### src/sv/i2c_atm_pkg.sv
// ----------------------------------------------------------------------------
// I2C transaction master package
// Word types for the command and pin channels, register indexes and constants.
// ----------------------------------------------------------------------------
package i2c_atm_pkg;

	// Command word: one bus tick
	typedef struct packed {
		logic       cmd_valid;
		logic [1:0] mode;
		logic [1:0] channel;
		logic [7:0] dac_value;
		logic       sda_in;
	} in_t;

	// Pin word: bus levels and status for one tick
	typedef struct packed {
		logic       scl_level;
		logic       sda_level;
		logic       sda_drive;
		logic       busy_res;
		logic       done_res;
		logic [7:0] read_byte;
		logic       ack_error;
	} out_t;

	// Transaction modes
	localparam logic [1:0] MODE_SELECT = 2'd0;
	localparam logic [1:0] MODE_READ   = 2'd1;
	localparam logic [1:0] MODE_DAC    = 2'd2;
	localparam logic [1:0] MODE_NONE   = 2'd3;

	// Configuration register indexes
	localparam logic REG_DEV_ADDR    = 1'b0;
	localparam logic REG_ACK_TIMEOUT = 1'b1;

	// Reset values and constants
	localparam logic [6:0] DEV_ADDR_RST    = 7'd72;
	localparam logic [7:0] ACK_TIMEOUT_RST = 8'd200;
	localparam logic [7:0] CTRL_BASE       = 8'h40;
	localparam logic [3:0] BITS_PER_BYTE   = 4'd8;

endpackage

### src/sv/i2c_adc_dac_transaction_master_top.sv
// ----------------------------------------------------------------------------
// I2C converter transaction master
// Runs a start / address / data / stop transaction from one command word,
// advancing the bus pin state by one tick for each command word taken.
// ----------------------------------------------------------------------------
//  channel   signals                          direction  word
//  in        in_valid  in_ready  in_data      in         in_t, one bus tick
//  out       out_valid out_ready out_data     out        out_t, pins of tick
//  cfg       cfg_valid cfg_ready cfg_index    in         register write
//            cfg_data
//
// One command word per cycle while in_ready is high; each word yields one pin word
// in the following cycle. The phase state machine and the pin decode sit between
// the state registers and the output register, the single registered stage.
// in_ready drops only while the output register is full and out_ready is low.
// Reset leaves the phase idle and the pin word all zero, address 72, timeout 200.
// cfg_ready is always high.
// ----------------------------------------------------------------------------
module i2c_adc_dac_transaction_master_top (
	input  logic               clk,
	input  logic               arst_n,
	input  logic               in_valid,
	output logic               in_ready,
	input  i2c_atm_pkg::in_t   in_data,
	output logic               out_valid,
	input  logic               out_ready,
	output i2c_atm_pkg::out_t  out_data,
	input  logic               cfg_valid,
	output logic               cfg_ready,
	input  logic               cfg_index,
	input  logic [7:0]         cfg_data
);
	import i2c_atm_pkg::*;

	typedef enum logic [3:0] {
		PH_IDLE,
		PH_START_A,
		PH_START_B,
		PH_WR_LOW,
		PH_WR_HIGH,
		PH_ACK_WAIT,
		PH_ACK_END,
		PH_RD_LOW,
		PH_RD_H1,
		PH_RD_H2,
		PH_NACK_LOW,
		PH_NACK_HIGH,
		PH_STOP_A,
		PH_STOP_B,
		PH_STOP_C
	} phase_t;

	// Registers
	logic [6:0] dev_addr_q;
	logic [7:0] ack_timeout_q;
	phase_t     phase_q;
	logic [7:0] shift_q;
	logic [3:0] bit_cnt_q;
	logic [7:0] wait_cnt_q;
	logic [1:0] byte_idx_q;
	logic [1:0] mode_q;
	logic [1:0] chan_q;
	logic [7:0] dac_q;
	logic [7:0] rx_q;
	logic       err_q;
	logic       out_valid_q;
	out_t       out_q;

	// Next values
	phase_t     phase_d;
	logic [7:0] shift_d;
	logic [3:0] bit_cnt_d;
	logic [7:0] wait_cnt_d;
	logic [1:0] byte_idx_d;
	logic [1:0] mode_d;
	logic [1:0] chan_d;
	logic [7:0] dac_d;
	logic [7:0] rx_d;
	logic       err_d;
	out_t       res_d;

	logic       in_acc;
	logic       start;
	phase_t     ph;
	logic [7:0] limit;
	logic [7:0] wait_inc;
	logic [3:0] bit_inc;
	logic [1:0] idx_inc;

	assign in_ready  = !out_valid_q || out_ready;
	assign in_acc    = in_valid && in_ready;
	assign cfg_ready = 1'b1;
	assign out_valid = out_valid_q;
	assign out_data  = out_q;

	assign limit    = (ack_timeout_q == 8'd0) ? 8'd1 : ack_timeout_q;
	assign wait_inc = wait_cnt_q + 8'd1;
	assign bit_inc  = bit_cnt_q + 4'd1;

	// Tick logic: command capture, phase step and pin decode
	always_comb begin
		start = (phase_q == PH_IDLE) && in_data.cmd_valid && (in_data.mode != MODE_NONE);
		ph         = start ? PH_START_A : phase_q;
		mode_d     = start ? in_data.mode : mode_q;
		chan_d     = start ? in_data.channel : chan_q;
		dac_d      = start ? in_data.dac_value : dac_q;
		err_d      = start ? 1'b0 : err_q;
		byte_idx_d = start ? 2'd0 : byte_idx_q;
		idx_inc    = byte_idx_d + 2'd1;

		phase_d    = ph;
		shift_d    = shift_q;
		bit_cnt_d  = bit_cnt_q;
		wait_cnt_d = wait_cnt_q;
		rx_d       = rx_q;

		res_d           = '0;
		res_d.busy_res  = 1'b1;

		case (ph)
			PH_START_A: begin
				res_d.scl_level = 1'b1;
				res_d.sda_drive = 1'b1;
				phase_d = PH_START_B;
			end
			PH_START_B: begin
				res_d.sda_drive = 1'b1;
				shift_d   = {dev_addr_q, mode_d == MODE_READ};
				bit_cnt_d = 4'd0;
				phase_d   = PH_WR_LOW;
			end
			PH_WR_LOW: begin
				res_d.sda_level = shift_q[7];
				res_d.sda_drive = 1'b1;
				phase_d = PH_WR_HIGH;
			end
			PH_WR_HIGH: begin
				res_d.scl_level = 1'b1;
				res_d.sda_level = shift_q[7];
				res_d.sda_drive = 1'b1;
				shift_d   = {shift_q[6:0], 1'b0};
				bit_cnt_d = bit_inc;
				if (bit_inc >= BITS_PER_BYTE) begin
					wait_cnt_d = 8'd0;
					phase_d    = PH_ACK_WAIT;
				end else begin
					phase_d = PH_WR_LOW;
				end
			end
			PH_ACK_WAIT: begin
				// slave pulls SDA low to acknowledge
				res_d.scl_level = 1'b1;
				if (!in_data.sda_in) begin
					phase_d = PH_ACK_END;
				end else begin
					wait_cnt_d = wait_inc;
					if (wait_inc == 8'd0 || wait_inc >= limit) begin
						err_d   = 1'b1;
						phase_d = PH_ACK_END;
					end
				end
			end
			PH_ACK_END: begin
				byte_idx_d = idx_inc;
				if (mode_d == MODE_READ) begin
					rx_d      = 8'd0;
					bit_cnt_d = 4'd0;
					phase_d   = PH_RD_LOW;
				end else if (idx_inc == 2'd1) begin
					shift_d   = (mode_d == MODE_SELECT) ? (CTRL_BASE | {6'd0, chan_d})
						: CTRL_BASE;
					bit_cnt_d = 4'd0;
					phase_d   = PH_WR_LOW;
				end else if (idx_inc == 2'd2 && mode_d == MODE_DAC) begin
					shift_d   = dac_d;
					bit_cnt_d = 4'd0;
					phase_d   = PH_WR_LOW;
				end else begin
					phase_d = PH_STOP_A;
				end
			end
			PH_RD_LOW: begin
				phase_d = PH_RD_H1;
			end
			PH_RD_H1: begin
				res_d.scl_level = 1'b1;
				phase_d = PH_RD_H2;
			end
			PH_RD_H2: begin
				// sample on the second high tick
				res_d.scl_level = 1'b1;
				rx_d      = {rx_q[6:0], in_data.sda_in};
				bit_cnt_d = bit_inc;
				phase_d   = (bit_inc >= BITS_PER_BYTE) ? PH_NACK_LOW : PH_RD_LOW;
			end
			PH_NACK_LOW: begin
				res_d.sda_level = 1'b1;
				res_d.sda_drive = 1'b1;
				phase_d = PH_NACK_HIGH;
			end
			PH_NACK_HIGH: begin
				res_d.scl_level = 1'b1;
				res_d.sda_level = 1'b1;
				res_d.sda_drive = 1'b1;
				phase_d = PH_STOP_A;
			end
			PH_STOP_A: begin
				res_d.sda_drive = 1'b1;
				phase_d = PH_STOP_B;
			end
			PH_STOP_B: begin
				res_d.scl_level = 1'b1;
				res_d.sda_drive = 1'b1;
				phase_d = PH_STOP_C;
			end
			PH_STOP_C: begin
				res_d.scl_level = 1'b1;
				res_d.sda_level = 1'b1;
				res_d.sda_drive = 1'b1;
				res_d.busy_res  = 1'b0;
				res_d.done_res  = 1'b1;
				res_d.read_byte = (mode_d == MODE_READ) ? rx_q : 8'd0;
				phase_d = PH_IDLE;
			end
			default: begin
				// idle bus
				res_d.scl_level = 1'b1;
				res_d.sda_level = 1'b1;
				res_d.sda_drive = 1'b1;
				res_d.busy_res  = 1'b0;
				phase_d = PH_IDLE;
			end
		endcase

		res_d.ack_error = err_d;
	end

	// State, configuration and output register
	always_ff @(posedge clk or negedge arst_n) begin
		if (!arst_n) begin
			dev_addr_q    <= DEV_ADDR_RST;
			ack_timeout_q <= ACK_TIMEOUT_RST;
			phase_q       <= PH_IDLE;
			shift_q       <= '0;
			bit_cnt_q     <= '0;
			wait_cnt_q    <= '0;
			byte_idx_q    <= '0;
			mode_q        <= '0;
			chan_q        <= '0;
			dac_q         <= '0;
			rx_q          <= '0;
			err_q         <= 1'b0;
			out_valid_q   <= 1'b0;
			out_q         <= '0;
		end else begin
			if (cfg_valid) begin
				case (cfg_index)
					REG_DEV_ADDR:    dev_addr_q    <= cfg_data[6:0];
					REG_ACK_TIMEOUT: ack_timeout_q <= cfg_data;
					default:         ;
				endcase
			end
			if (in_acc) begin
				phase_q     <= phase_d;
				shift_q     <= shift_d;
				bit_cnt_q   <= bit_cnt_d;
				wait_cnt_q  <= wait_cnt_d;
				byte_idx_q  <= byte_idx_d;
				mode_q      <= mode_d;
				chan_q      <= chan_d;
				dac_q       <= dac_d;
				rx_q        <= rx_d;
				err_q       <= err_d;
				out_q       <= res_d;
				out_valid_q <= 1'b1;
			end else if (out_ready) begin
				out_valid_q <= 1'b0;
			end
		end
	end

endmodule
### config.mk
export PLATFORM = sky130hd
export DESIGN_NAME = i2c_adc_dac_transaction_master_top
export DESIGN_NICKNAME = d
export VERILOG_FILES = /design/src/sv/i2c_atm_pkg.sv /design/src/sv/i2c_adc_dac_transaction_master_top.sv
export SDC_FILE = /design/constraint.sdc
export NUM_CORES = 1
export LEC_CHECK = 0
export BUFFER_PORTS_ARGS = -buffer_cell sky130_fd_sc_hd__buf_2
export CAP_MARGIN = 25
export CORE_UTILIZATION = 59
export CTS_CLUSTER_SIZE = 30
export DETAILED_ROUTE_END_ITERATION = 10
export PLACE_DENSITY_LB_ADDON = 0.12
export SYNTH_ARGS = -nofsm -noshare
export SYNTH_HDL_FRONTEND = slang
export SYNTH_SLANG_ARGS = --single-unit
### constraint.sdc
create_clock -name clk -period 2.85 [get_ports clk]
set_input_delay 0.7125 -clock clk [delete_from_list [all_inputs] [get_ports clk]]
set_output_delay 0.7125 -clock clk [all_outputs]
set_load 0.005 [all_outputs]
# Word-level counts from Yosys, hierarchy flattened
# Cells that the tools add are included.
classes:
  reduce_logical: 28
  mux: 41
  n_addsub: 3
  n_lt_le_gt_ge: 2
  eq_ne: 25
  bitwise_logic: 1
ops:
  columns: ["cell", "n"]
  rows:
  - ["$mux W8", 9]
  - ["$pmux W4 S13", 1]
  - ["$mux W4", 10]
  - ["$pmux W8 S2", 2]
  - ["$eq A4 B4 Y1 const B", 7]
  - ["$pmux W8 S3", 1]
  - ["$eq A4 B3 Y1 const B", 4]
  - ["$logic_not A8 Y1", 2]
  - ["$reduce_or A13 Y1", 1]
  - ["$pmux W4 S3", 1]
  - ["$mux W2", 5]
  - ["$ne A2 B2 Y1 const B", 5]
  - ["$mux W1", 9]
  - ["$mux W9", 1]
  - ["$reduce_or A9 Y1", 1]
  - ["$add A8 B1 Y8 const B", 1]
  - ["$eq A4 B2 Y1 const B", 2]
  - ["$ge A8 B8 Y1", 1]
  - ["$reduce_and A4 Y1", 2]
  - ["$reduce_and A3 Y1", 2]
  - ["$reduce_bool A2 Y1", 3]
  - ["$reduce_bool A3 Y1", 2]
  - ["$reduce_or A6 Y1", 1]
  - ["$reduce_or A5 Y1", 1]
  - ["18 further kinds", 26]
word_totals:
  wordCells: 119
  register_bits: 76
  input_bits: 28
  out_inout_bits: 17

# Logic depth before layout (Yosys ltp)
# Gate-level depths: netlist of the first run.
logic_depth:
  depth_word: 11
  ltp_mapped: 13
  depth_no_buf: 11

# Worst setup path after synthesis of the first run
# OpenSTA, ideal clock, no wires.
synth_timing:
  path_kind: "input port to flip-flop"
  from: "input port in_data[13] (netlist name)"
  to: "register shift_q[0]"
  setup_time_ns: 0.125
  t_required_ns: 2.725
  n_path_buf: 0
  stages: 9
  slack_ns: 0.104
  arrival_ns: 2.621
  cell_sequence: "a21boi_1 nand2_4 nand2_1 ha_1 and3b_1 nor3_1 o31a_1 nor4_4 mux2_2"
synth_between:
  elab_chain_len: 8
  word_cells_on_any_way: 26
  classes_between: "add/sub (1); eq/ne (9); mux (10); reduce/logical (6)"
synth_lines:
  columns: ["item", "line", "source"]
  rows:
  - ["start: declaration", "i2c_adc_dac_transaction_master_top.sv:24", "input i2c_atm_pkg::in_t in_data,"]
  - ["$logic_and A1 B1 Y1 (*) (2 in a row)", "i2c_adc_dac_transaction_master_top.sv:102", "start = (phase_q == PH_IDLE) && in_data.cmd_valid && (in_data.mode != MODE_NONE);"]
  - ["$mux W2, on equally long branches", "i2c_adc_dac_transaction_master_top.sv:108, i2c_adc_dac_transaction_master_top.sv:104", null]
  - ["$add A2 B1 Y2 or $logic_not A2 Y1 (tied branches)", "i2c_adc_dac_transaction_master_top.sv:109, i2c_adc_dac_transaction_master_top.sv:170", null]
  - ["$eq A2 B1 Y1 (tied with other cells)", "i2c_adc_dac_transaction_master_top.sv:169", "end else if (idx_inc == 2'd1) begin"]
  - ["$mux W8 or $logic_and A1 B1 Y1 (tied branches)", "i2c_adc_dac_transaction_master_top.sv:169, i2c_adc_dac_transaction_master_top.sv:174", null]
  - ["$mux W8 or $ne A3 B3 Y1 (tied branches)", null, null]
  - ["$pmux W8 S3 or $reduce_and A4 Y1 (tied branches)", null, null]
  - ["end signal: assignment", "i2c_adc_dac_transaction_master_top.sv:265", "shift_q <= shift_d;"]
  - ["end: declaration", "i2c_adc_dac_transaction_master_top.sv:57", "logic [7:0] shift_q;"]
# Mark *: on every way between the ends. The rest lies on a longest branch, timed or not. The select of a mux whose other input is x is not followed.
# A chain may end at the register's enable or synchronous reset.

# Worst setup path after layout of the first run
layout_timing:
  from: "register phase_q[2]"
  to: "register shift_q[3]"
layout_between:
  elab_chain_len: 9
  word_cells_on_any_way: 24
  classes_between: "add/sub (1); eq/ne (9); mux (8); reduce/logical (6)"
layout_lines:
  columns: ["item", "line", "source"]
  rows:
  - ["start: declaration", "i2c_adc_dac_transaction_master_top.sv:56", "phase_t phase_q;"]
  - ["start signal: assignment", "i2c_adc_dac_transaction_master_top.sv:264", "phase_q <= phase_d;"]
  - ["$logic_not A4 Y1", "i2c_adc_dac_transaction_master_top.sv:102", null]
  - ["$logic_and A1 B1 Y1 (2 in a row)", "i2c_adc_dac_transaction_master_top.sv:102", null]
  - ["$mux W2", "i2c_adc_dac_transaction_master_top.sv:108", "byte_idx_d = start ? 2'd0 : byte_idx_q;"]
  - ["$add A2 B1 Y2", "i2c_adc_dac_transaction_master_top.sv:109", "idx_inc = byte_idx_d + 2'd1;"]
  - ["$eq A2 B1 Y1 or $eq A2 B2 Y1 (tied branches)", "i2c_adc_dac_transaction_master_top.sv:169, i2c_adc_dac_transaction_master_top.sv:174", null]
  - ["$mux W8 or $logic_and A1 B1 Y1 (tied branches)", "i2c_adc_dac_transaction_master_top.sv:169, i2c_adc_dac_transaction_master_top.sv:174", null]
  - ["$mux W8 or $ne A3 B3 Y1 (tied branches)", null, null]
  - ["$pmux W8 S3 or $reduce_and A4 Y1 (tied branches)", null, null]
# Parallel ways exist; a longest one is shown, timed or not. The select of a mux whose other input is x is not followed.

==> results of run 1 <==
[routing by layer]
layer / vias up / GRT usage [%] / part of all wire (%)
met3: 18 / 6.39 / 5.5
met4: 0 / 10.3 / 1.8
met5: - / 0 / 0
li1: 1506 / - / -
met1: 1507 / 33.7 / 44
met2: 124 / 42.3 / 48
[worst reg2reg max path, stage by stage, from the launching register on]
cell and delay [ns]:
dfrtp_1 0.42, nor4_4 0.27, buf_4 0.19, nand2_4 0.07, nand2_1 0.11, ha_1 0.16, and3b_1 0.20, nor3_1 0.07
o31a_1 0.32, nor4_4 0.14, buf_4 0.22, mux2_2 0.36
[worst max path at each step]
stage	endpoint	slack (ns)	cells after the start
4_1_cts	shift_q[3]	0.16	10
3_3_place_gp	shift_q[2]	0.12	11
3_5_place_dp	shift_q[1]	0.02	11
6_report	shift_q[3]	0.20	11
2_1_floorplan	shift_q[0]	0.10	9
5_1_grt	bit_cnt_q[3]	0.01	12
[layout by cell type, fill, tap and decap left out, types with 3 or more instances in the layout]
cell type | netlist | routed
a21oi_1 | 14 | 14
mux2_2 | 36 | 36
inv_1 | 14 | 14
or3_1 | 5 | 5
buf_4 | 2 | 19
nand2b_1 | 7 | 7
and3_1 | 9 | 9
nor2_1 | 20 | 20
nor3_1 | 5 | 5
nand2_1 | 32 | 32
a22o_1 | 21 | 21
ha_1 | 13 | 13
o31ai_1 | 4 | 4
nor2b_1 | 3 | 3
clkbuf_8 | 0 | 10
xnor2_1 | 4 | 4
dfstp_2 | 5 | 5
a31oi_1 | 4 | 4
buf_2 | 1 | 42
a21o_1 | 4 | 4
nand4_1 | 4 | 4
mux2i_1 | 5 | 5
o21ai_0 | 31 | 31
xor2_1 | 5 | 5
nand3_1 | 9 | 9
dfrtp_1 | 71 | 71
[cell families after synthesis]
kind of cell,Yosys count
AND/OR/NAND/NOR,109
AO/OA/AOI/OAI,98
flip-flops,76
multiplexers,42
buffers and inverters,38
adder cells (fa/ha/maj),13
XOR/XNOR,9
other,1
[cell type report]
cell class              count  area, um^2
clock inverters             6        93.8
repair buffers             62         380
multi-input cells         272        1970
flip-flops and latches     76        1910
fillers                   484        1820
clock buffers              10         138
inverters                  14        52.6
well taps                  77        96.3
[power breakdown]
| group | internal (mW) | switching [mW] | leakage (nW) | total, mW |
|---|---|---|---|---|
| combinational | 0.295 | 0.283 | 1.15 | 0.578 |
| sequential | 1.27 | 0.114 | 0.967 | 1.38 |
| clock | 0.524 | 0.420 | 0.113 | 0.945 |
| total | 2.09 | 0.818 | 2.23 | 2.91 |
[cell usage after synthesis (all sizes together) (2+ instances only)]
master / instances / area [um^2]
nand4: 4 / 25.0
inv: 14 / 52.6
and3b: 2 / 17.5
a21oi: 14 / 70.1
nand3: 9 / 45.0
a22o: 21 / 184
o31ai: 4 / 30.0
clkbuf: 17 / 63.8
xnor2: 4 / 35.0
xor2: 5 / 43.8
and3: 9 / 56.3
o221ai: 2 / 17.5
mux2i: 5 / 50.1
a31oi: 4 / 25.0
o22ai: 2 / 12.5
ha: 13 / 163
or3: 5 / 31.3
buf: 7 / 42.5
and2: 2 / 12.5
dfrtp: 71 / 1780
nand2: 33 / 131
nor2b: 3 / 18.8
dfstp: 5 / 131
o21ai: 31 / 155
nand2b: 7 / 43.8
a21o: 4 / 30.0
mux2: 37 / 420
nor2: 20 / 75.1
a41o: 2 / 20.0
nor4: 4 / 55.1
nor3: 5 / 25.0
[sequential cells by signal (all words and copies together), names as in the netlist]
name,count
dev_addr_q,7
out_valid,1
bit_cnt_q,4
phase_q,4
dac_q,8
out_data,14
wait_cnt_q,8
byte_idx_q,2
chan_q,2
rx_q,8
shift_q,8
ack_timeout_q,8
mode_q,2
==> flow_summary.toml, run 1 <==
[min_path]
hp-class = "in2async"

[die]
die_h_um = 84.7
die_w_um = 84.7
rows = 29
ios = 45
die-area_um2 = 7170
core_um2 = 6460
start_util_pct = 62.5

[worst_setup_path]
rrSetupSlack_ns = 0.20
crit_type = "reg2reg"
r2r_start = "phase_q[2]"
r2r_cells = 11
worstPathArrival_ns = 2.88
r2r-end = "shift_q[3]"
critPathCaptureType = "register"
crit_path_cell_trace = "nor4_4, buf_4, nand2_4, nand2_1, ha_1, and3b_1, nor3_1, o31a_1, nor4_4, buf_4, mux2_2"
crit_start = "phase_q[2]"
critPathTopFamily = "simple AND/OR/NAND/NOR gates"
worst-endpoint-required_ns = 3.09
cp-start-kind = "register"
cp_slowest_cell = "dfrtp_1"
crit_fanout = 8
slowest_delay_ns = 0.42
path_buf_inv = 2

[pwr]
ir_worst_vdd_v = 0.000525
p_per_area_nw_per_um2 = 627
leakage_nw = 2.23
p_total_mw = 2.91

[global_routing]
antenna_found_initial = 0
grt_pass1_wl_mm = 14.6
track_usage_pct = 26.0
grt_pass1_vias = 3102
grt_max_degree = 77
gr-total-overflow = 0

[detailed_routing]
drtIter0Drc = 227
final_antenna_net_count = 0
wirelength_mm = 8.46
drc = 0
post_drt_via_cell_ratio = 6.10
num_vias = 3155
first_pass_iters = 7
wl_per_cell_um = 16.4

[cells_and_area]
drive_above_1_share_pct = 28.2
area_growth_syn_to_layout_pct = 14.9
antenna_cells = 0
fin_area_um2 = 4640
final_nets = 476
utilization_pct = 71.8
final_cell_count_no_fill = 517

[sta]
setup_viol = 0
tightest_slew_ns = 0.717
fin_crit_ns = 2.65
rsz0062_at_grt = "false"
fin_ws_ns = 0.204
skew_ns = 0.0117
max_clock_freq_mhz = 378
post-route-period-util_pct = 92.8
hold_viol = 0
timing.hold.ws_ns = 0.139
slew_headroom_pct = 52.1
finalMaxSlewViolations = 0
tns_ns = 0

[clock_tree]
cts-resized-gates = 0
path_clk_slew_ns = 0.08
cts.path.max_buffers = 2
h-tree-depth = 3
cts_buffers = 9
clkSinkCount = 76
clockRootBuffer = "clkbuf_8"
cts_tree = "done"
cts_setup_buffers = 0
clk_latency_ns = 0.36
cts_hold_buffers = 0

[flow_run]
drv_cap = 0

[yosys]
synth_ff_type = "dfrtp_1"
synth_seq_area_share_pct = 47.3
ys_ff_latch = 76
synth_adder_area_share_pct = 4.03
ys_warn_count = 0
synth_compound_area_share_pct = 16.5
synthMuxAreaShare_pct = 11.7
synth_xor_xnor_area_share_pct = 1.95
synthCells = 386
syn-num-nets = 427
synth_area_um2 = 4040
synth_top_family_by_area = "compound AO/OA/AOI/OAI gates"
synth.distinct_cells = 58
yosys.area_share.simple_pct = 14.6
syn_area_per_cell_um2 = 10.5
synthArstFlopShare_pct = 100
synth-edff-count = 0

[placement]
dp_hpwl_mm = 6.01
portBuffers = 43
place_area_um2 = 4370
gp_congestion = 0.921
pre_cts_ws_ns = 0.0230
placedCellCount = 499

[run_status]
status = "complete, no violations"
Power figures use the tool's default switching activity.
==> inputs of run 2 (changes only) <==
- CORE_UTILIZATION: 59 -> 53
- clock period: 2.85 -> 2.35 ns (I/O delays scaled with it)
==> flow_summary.toml, run 2 (synthesis results as in run 1) <==
[detailed_routing]
wl_per_cell_um = 16.0
first_pass_iters = 5
drtIter0Drc = 180
wirelength_mm = 8.92
final_antenna_net_count = 0
drc = 0
post_drt_via_cell_ratio = 5.77
num_vias = 3220

[sta]
tightest_slew_ns = 0.724
slew_headroom_pct = 51.7
hold_viol = 0
post-route-period-util_pct = 108
rsz0062_at_grt = "true"
fin_ws_ns = -0.188
max_clock_freq_mhz = 394
timing.hold.ws_ns = 0.219
finalMaxSlewViolations = 0
skew_ns = 0.00608
fin_crit_ns = 2.54
setup_viol = 15
tns_ns = -1.93

[pwr]
ir_worst_vdd_v = 0.000584
p_int_mw = 2.48
leakage_nw = 2.33
switchingPower_mw = 1.02
power_frac_comb_pct = 22.1
clkPwrFrac_pct = 30.0
switching_share_pct = 29.1
seqPwrFrac_pct = 47.9
p_per_area_nw_per_um2 = 719

[placement]
gp_congestion = 0.861
portBuffers = 43
pre_cts_ws_ns = -0.299
placedCellCount = 536
dp_hpwl_mm = 6.40

[worst_setup_path]
worstPathArrival_ns = 2.78
cp_slowest_cell = "dfrtp_1"
worst-endpoint-required_ns = 2.59
cp-start-kind = "register"
crit_fanout = 8
critPathCaptureType = "register"
crit_path_cell_trace = "nor4_4, buf_4, nand2_4, nand2_4, ha_4, and3b_2, nor3_1, o31a_1, nor4_4, buf_6, mux2_2"
slowest_delay_ns = 0.41
path_buf_inv = 2
critPathTopFamily = "simple AND/OR/NAND/NOR gates"
crit_type = "reg2reg"

[cells_and_area]
drive_above_1_share_pct = 34.2
utilization_pct = 66.7
final_nets = 495
final_cell_count_no_fill = 558
antenna_cells = 0
final_common_cell = "dfrtp_1"
largest_reg_flops = 14
area_growth_syn_to_layout_pct = 20.5
final_cell_mix = "dfrtp_1, buf_2, buf_4"

[clock_tree]
clk_latency_ns = 0.35
cts.path.max_buffers = 2
cts_tree = "done"
path_clk_slew_ns = 0.08
cts_hold_buffers = 0
clockRootBuffer = "clkbuf_8"
clkSinkCount = 76
cts_buffers = 9
h-tree-depth = 3

[die]
rows = 31
ios = 45
die_w_um = 89.3
die-area_um2 = 7970
start_util_pct = 55.3
core_um2 = 7290
die_h_um = 89.3

[run_status]
violations = "setup timing"
status = "complete, but fails checks"

[global_routing]
track_usage_pct = 24.3
grt_max_degree = 45
grt_pass1_wl_mm = 14.5
grt_pass1_vias = 3133
antenna_found_initial = 0
gr-total-overflow = 0

[flow_run]
drv_cap = 0

[min_path]
hp-class = "in2async"
==> run 2: worst register-to-register path, cell delays in order (launching register included) <==
cell and delay (ns):
dfrtp_1 0.41, nor4_4 0.28, buf_4 0.19, nand2_4 0.08
nand2_4 0.09, ha_4 0.13, and3b_2 0.18, nor3_1 0.05
o31a_1 0.33, nor4_4 0.17, buf_6 0.19, mux2_2 0.34
==> run 2: per-stage QoR <==
step | cell area [um^2] | power (mW)
floorplan | 4060 | 2.17
global placement | 4550 | 2.40
detailed placement | 4550 | 2.43
CTS | 4830 | 3.50
global route | 4860 | 3.68
finish | 4860 | 3.49
==> run 2: final cells by class <==
type / count / area, um^2
multi-input combinational: 272 / 2050
fill: 583 / 2430
inverter: 14 / 52.6
clock inverter: 6 / 71.3
clock buffer: 10 / 138
tap: 99 / 124
timing repair buffer: 81 / 519
sequential: 76 / 1910
==> run 2: timing repair <==
| action | 4_1_cts | 5_1_grt |
|---|---|---|
| hold endpoints to repair | 0 | 0 |
| resized for setup | 15 | 4 |
| pin swaps | 4 | 1 |
| setup buffers | 3 | 3 |
| setup endpoints to repair | 15 | 16 |
==> run 2: path summary, 6_finish.rpt <==
check / depth (start not counted) / to / slack, ns / start
max in group asynchronous: 2 / dac_q[1] / 1.46 / arst_n
hold reg to reg: 2 / out_data[11] / 0.48 / out_data[11]
setup / recovery: 11 / shift_q[0] / -0.19 / phase_q[0]
min in group clk: 2 / out_valid / 0.45 / in_valid
setup reg to reg: 11 / shift_q[0] / -0.19 / phase_q[0]
hold / removal: 1 / out_data[5] / 0.22 / arst_n
==> run 2: per-layer routing <==
metal	wire [um]	part of all wire (%)	global-route usage [%]	vias up
met5	0	0	0	-
li1	-	-	-	1541
met2	4530	51	41.1	87
met1	3920	44	30.0	1580
met3	358	4.0	6.56	12
met4	106	1.2	8.66	0
==> run 2: power groups by stage <==
stage          combinational [mW]  sequential (mW)  clock, mW
3_5_place_dp                0.731             1.70          0
4_1_cts                     0.757             1.67       1.07
2_1_floorplan               0.515             1.65          0
3_3_place_gp                0.709             1.69          0
5_1_grt                     0.852             1.71       1.12
6_report                    0.773             1.67       1.05
